==> config.mk <==
export PLATFORM = sky130hd
export DESIGN_NAME = eztq_lane
export DESIGN_NICKNAME = d
export VERILOG_FILES = /design/src/rtl/eztq_pkg.sv /design/src/rtl/eztq_lane.sv
export SDC_FILE = /design/constraint.sdc
export NUM_CORES = 2
export LEC_CHECK = 0
export BUFFER_PORTS_ARGS = -buffer_cell sky130_fd_sc_hd__buf_2
export CAP_MARGIN = 20
export CORE_MARGIN = 2
export CORE_UTILIZATION = 55
export CTS_CLUSTER_SIZE = 24
export DETAILED_ROUTE_END_ITERATION = 10
export PLACE_DENSITY = 0.74
export SLEW_MARGIN = 10
export SYNTH_ARGS = -nofsm -noshare
export SYNTH_HDL_FRONTEND = slang
export SYNTH_SLANG_ARGS = --single-unit
==> constraint.sdc <==
create_clock -name clk -period 4.3 [get_ports clk]
set_input_delay 0.215 -clock clk [delete_from_list [all_inputs] [get_ports clk]]
set_output_delay 0.215 -clock clk [all_outputs]
set_load 0.02 [all_outputs]
==> src/rtl/eztq_pkg.sv <==
package eztq_pkg;

    localparam int ANGLE_W  = 16;
    localparam int Q_W      = 16;
    localparam int XY_W     = 32;
    localparam int Z_W      = 34;
    localparam int AB_W     = 34;
    localparam int PROD_W   = 64;
    localparam int ATAN_N   = 24;

    typedef logic signed [XY_W-1:0]   xy_t;
    typedef logic signed [Z_W-1:0]    z_t;
    typedef logic signed [AB_W-1:0]   ab_t;
    typedef logic signed [PROD_W-1:0] prod_t;
    typedef logic signed [Q_W-1:0]    q_t;

    localparam xy_t CORDIC_GAIN = 32'sd652032874;
    localparam z_t  HALF_PI_Q30 = 34'sd1686629713;
    localparam z_t  PI_Q30      = 34'sd3373259426;
    localparam int  Q_MAX       = 32767;
    localparam int  Q_MIN       = -32768;

    function automatic z_t atan_q30(input logic [4:0] idx);
        z_t r;
        unique case (idx)
            5'd0:    r = 34'sd843314857;
            5'd1:    r = 34'sd497837829;
            5'd2:    r = 34'sd263043837;
            5'd3:    r = 34'sd133525159;
            5'd4:    r = 34'sd67021687;
            5'd5:    r = 34'sd33543516;
            5'd6:    r = 34'sd16775851;
            5'd7:    r = 34'sd8388437;
            5'd8:    r = 34'sd4194283;
            5'd9:    r = 34'sd2097149;
            5'd10:   r = 34'sd1048576;
            5'd11:   r = 34'sd524288;
            5'd12:   r = 34'sd262144;
            5'd13:   r = 34'sd131072;
            5'd14:   r = 34'sd65536;
            5'd15:   r = 34'sd32768;
            5'd16:   r = 34'sd16384;
            5'd17:   r = 34'sd8192;
            5'd18:   r = 34'sd4096;
            5'd19:   r = 34'sd2048;
            5'd20:   r = 34'sd1024;
            5'd21:   r = 34'sd512;
            5'd22:   r = 34'sd256;
            5'd23:   r = 34'sd128;
            default: r = '0;
        endcase
        return r;
    endfunction

endpackage

==> src/rtl/eztq_lane.sv <==
module eztq_lane #(
    parameter int ITER = 16
) (
    input  logic                                clk,
    input  logic [ITER:0]                       en,
    input  logic signed [eztq_pkg::ANGLE_W-1:0] angle,
    output eztq_pkg::xy_t                       sin_val,
    output eztq_pkg::xy_t                       cos_val
);
    import eztq_pkg::*;

    xy_t  x_reg    [0:ITER];
    xy_t  y_reg    [0:ITER];
    z_t   z_reg    [0:ITER];
    logic flip_reg [0:ITER];

    z_t   z_half;
    z_t   z_fold;
    logic flip_next;

    // half angle in Q3.30, then fold into the cordic convergence range
    always_comb
    begin
        z_half = z_t'(angle) <<< 16;
        z_fold = z_half;
        flip_next = 1'b0;
        if (z_half > HALF_PI_Q30)
        begin
            z_fold = z_half - PI_Q30;
            flip_next = 1'b1;
        end
        else if (z_half < -HALF_PI_Q30)
        begin
            z_fold = z_half + PI_Q30;
            flip_next = 1'b1;
        end
    end

    always_ff @(posedge clk)
    begin
        if (en[0])
        begin
            x_reg[0]    <= CORDIC_GAIN;
            y_reg[0]    <= '0;
            z_reg[0]    <= z_fold;
            flip_reg[0] <= flip_next;
        end
    end

    for (genvar k = 1; k <= ITER; k++)
    begin : g_iter
        xy_t dx;
        xy_t dy;
        assign dx = x_reg[k-1] >>> (k-1);
        assign dy = y_reg[k-1] >>> (k-1);

        always_ff @(posedge clk)
        begin
            if (en[k])
            begin
                flip_reg[k] <= flip_reg[k-1];
                if (!z_reg[k-1][Z_W-1])
                begin
                    x_reg[k] <= x_reg[k-1] - dy;
                    y_reg[k] <= y_reg[k-1] + dx;
                    z_reg[k] <= z_reg[k-1] - atan_q30(5'(k-1));
                end
                else
                begin
                    x_reg[k] <= x_reg[k-1] + dy;
                    y_reg[k] <= y_reg[k-1] - dx;
                    z_reg[k] <= z_reg[k-1] + atan_q30(5'(k-1));
                end
            end
        end
    end

    assign sin_val = flip_reg[ITER] ? -y_reg[ITER] : y_reg[ITER];
    assign cos_val = flip_reg[ITER] ? -x_reg[ITER] : x_reg[ITER];

endmodule

==> flow_summary_export.csv <==
group,metric,value,unit
timing,rsz0062_at_grt,"yes",
placed_design,dp.cells,16800,
grt,grt_pass1_wl,540,mm
setup_path,worst_ep_arrival_time,5160,ps
yosys,synth.distinct_cells,94,
setup_path,cp-start-kind,"register",
setup_path,cp-end-kind,"register",
timing,slew_headroom,18.7,%
cells_and_area,final_cell_count_no_fill,17300,
die,start_util,55.4,%
yosys,synthArstFlopShare,0,%
drt,viasPerCell,5.98,
setup_path,cp_num_buf_inv,2,
yosys,syn_nets,13800,
yosys,synth_edf_count,1362,
cells_and_area,final_cell_area,147000,um2
cts,clock_sinks,1362,
setup_path,crit_type,"reg -> reg",
grt,grt_pass1_vias,101000,
drt,drc,0,
setup_path,path_max_fanout,3,
die,die_y,467,um
drt,wl_met2,171,mm
die,num_rows,169,
timing,slew_violations,0,
timing,hold_violations,0,
run_status,run_status,"finished with violations",
setup_path,slowest_delay,460,ps
die,die_area,218000,um2
run_status,violations,"negative setup slack",
grt,grt_max_degree,85,
timing,tightest_slew,1210,ps
grt,gr-total-overflow,0,
timing,period_needed,4550,ps
yosys,yosysSeqAreaShare,34.8,%
drt,maxUsedRoutingLayer,"met5",
drt,post_drt_wl_per_cell,20.2,um
cts,htreeDepth,4,
setup_path,path_cells,"inv_2 > ha_4 > or4b_4 > or3_4 > or4_4 > o31ai_4 > xnor2_1 > ha_1 > a21oi_2 > nand2_2 > a311o_1 > a41o_1 > buf_4 > a21o_1 > a21oi_2 > nor2_2 > a31o_2 > xor2_1",
placed_design,dpl_cell_area,134000,um2
cells_and_area,syn_to_final_growth,25.1,%
placed_design,gp_congestion,0.987,
cts,clk_path_buf_depth,3,
timing,setup_viol,24,
cts,cts_tree,"yes",
yosys,syn_inst,12300,
yosys,synth_ff_type,"edfxtp_1",
yosys,synth_seq_cells,1362,
placed_design,portBuffers,97,
yosys,synth_area,118000,um2
yosys,synth_warnings,0,
cells_and_area,nets,15800,
drt,drt_first_iter_violations,7855,
yosys,synth.avg_cell_area,9.54,um2
drt,wl_met3,17.4,mm
timing,max_freq,220,MHz
min_path,hold_class,"in -> reg",
setup_path,path_common_cell,"a21oi_2",
drt,wl,350,mm
cts,numCtsBuffers,158,
drt,vias,103000,
timing,fin_crit_sh,106,%
die,core,212000,um2
timing,timing.final.ws_setup,-253,ps
die,die_x,467,um
cells_and_area,largest_register_ffs,481,
grt,antenna_found_initial,4,
timing,clock_skew,39.1,ps
cells_and_area,drive_gt1_share,22.9,%
placed_design,hpwl,275,mm
cts,clock_latency,850,ps
grt,grtUsageTotal,30.7,%
setup_path,cp.required,4900,ps
cts,path_clk_slew,60,ps
drt,postRouteAntennaNets,0,
setup_path,worst_path_max_delay_cell,"or4b_4",
drt,firstDrtPassIters,6,
run,maxCapViolations,0,
setup_path,crit_family,"compound AO/OA/AOI/OAI gates",
cts,root_buffer,"clkbuf_16",
die,ios,98,
drt,met1_length,146,mm
## metal layers
layer	global-route usage, %	up-vias
met2	53.6	3008
met4	12.0	2
met1	38.7	49700
met5	0	-
met3	3.54	703
li1	-	50100
## Yosys cell counts, types with 51 or more instances
master / n / area, um2
mux2i_1: 58 / 581
o31ai_1: 161 / 1210
xor2_1: 562 / 4920
a21boi_0: 54 / 405
nand3_1: 241 / 1210
nand4_1: 86 / 538
inv_1: 477 / 1790
and2_1: 82 / 513
o21a_1: 182 / 1370
o211ai_1: 61 / 458
mux2_2: 51 / 574
nor2b_1: 135 / 845
edfxtp_1: 1362 / 40900
a21oi_1: 1219 / 6100
a31oi_1: 113 / 707
a21o_1: 531 / 3990
nor3_1: 287 / 1440
nand2_1: 731 / 2740
nand2b_1: 169 / 1060
o41ai_1: 55 / 482
xnor2_1: 1182 / 10400
nor4_1: 81 / 507
o21bai_1: 162 / 1220
and3_1: 100 / 626
or3_1: 94 / 588
ha_1: 1385 / 17300
o21ai_0: 689 / 3450
nor2_1: 986 / 3700
a211oi_1: 137 / 1030
clkbuf_1: 189 / 709
or2_2: 55 / 344
## final cells by class
class / count / area [um2]
diodes: 2 / 5.00
clock buffers: 179 / 4080
clock inverters: 113 / 1510
fillers: 16100 / 65100
inverters: 483 / 1830
multi-input cells: 10300 / 79600
flip-flops and latches: 1362 / 40900
well taps: 2821 / 3530
repair buffers: 2080 / 15800
repair inverters: 1 / 7.51
## through the flow
stage / setup TNS [ps] / util (%) / worst slack [ps] / hold slack (ps)
2_1_floorplan: -161 / - / -72.1 / 327
3_3_place_gp: -14510 / 63.2 / -711 / 402
3_5_place_dp: -19940 / 63.2 / -666 / 405
4_1_cts: -1060 / 66.8 / -154 / 4.31
5_1_grt: -13220 / 69.4 / -436 / 23.3
6_report: -2690 / 69.4 / -253 / 68.3
## final timing paths
kind | start | end | slack [ps] | cells after the start
worst max register to register | y_reg[2][2]$_DFFE_PP_ | x_reg[3][29]$_DFFE_PP_ | -250 | 18
worst max-delay path | y_reg[2][2]$_DFFE_PP_ | x_reg[3][29]$_DFFE_PP_ | -250 | 18
worst min register to register | flip_reg[1]$_DFFE_PP_ | flip_reg[2]$_DFFE_PP_ | 420 | 0
worst min-delay path | en[10] | x_reg[10][19]$_DFFE_PP_ | 70 | 2
## cell families after synthesis
logic type      count (synthesis)  synth area share [%]
xor+xnor                     1745                  13.0
buf+inv                       705                  2.26
simple gates                 3227                  13.2
compound gates               3757                  20.3
fa+ha+maj                    1425                  15.4
flops                        1362                  34.8
mux                           109                 0.982
## timing repair
action                                  CTS  global route
hold buffers                             37             1
pin swaps                               128           498
hold endpoints to repair                244             4
cloned                                    1             0
gates resized for setup                 307           908
setup buffers                            50           183
endpoints found under the setup margin  166           290
## placed cells by master, fill, tap and decap left out, types with 86 or more instances in the layout
cell / synthesis / layout
nor2_1: 986 / 939
o21a_1: 182 / 179
nand2_1: 731 / 675
o21ai_0: 689 / 565
nor3_1: 287 / 232
nand2b_1: 169 / 161
xnor2_1: 1182 / 1134
a211oi_1: 137 / 107
and3_1: 100 / 90
a21oi_1: 1219 / 1078
edfxtp_1: 1362 / 1362
a21o_1: 531 / 530
nand4_1: 86 / 86
inv_1: 477 / 455
ha_1: 1385 / 1338
buf_4: 2 / 1902
a31oi_1: 113 / 98
a21oi_2: 0 / 136
o21bai_1: 162 / 154
clkbuf_16: 0 / 160
xor2_1: 562 / 550
nand3_1: 241 / 229
o31ai_1: 161 / 98
nor2b_1: 135 / 125
Power is not shown: default switching activity piles up to over one toggle a cycle in this logic, so the estimate is an artifact.
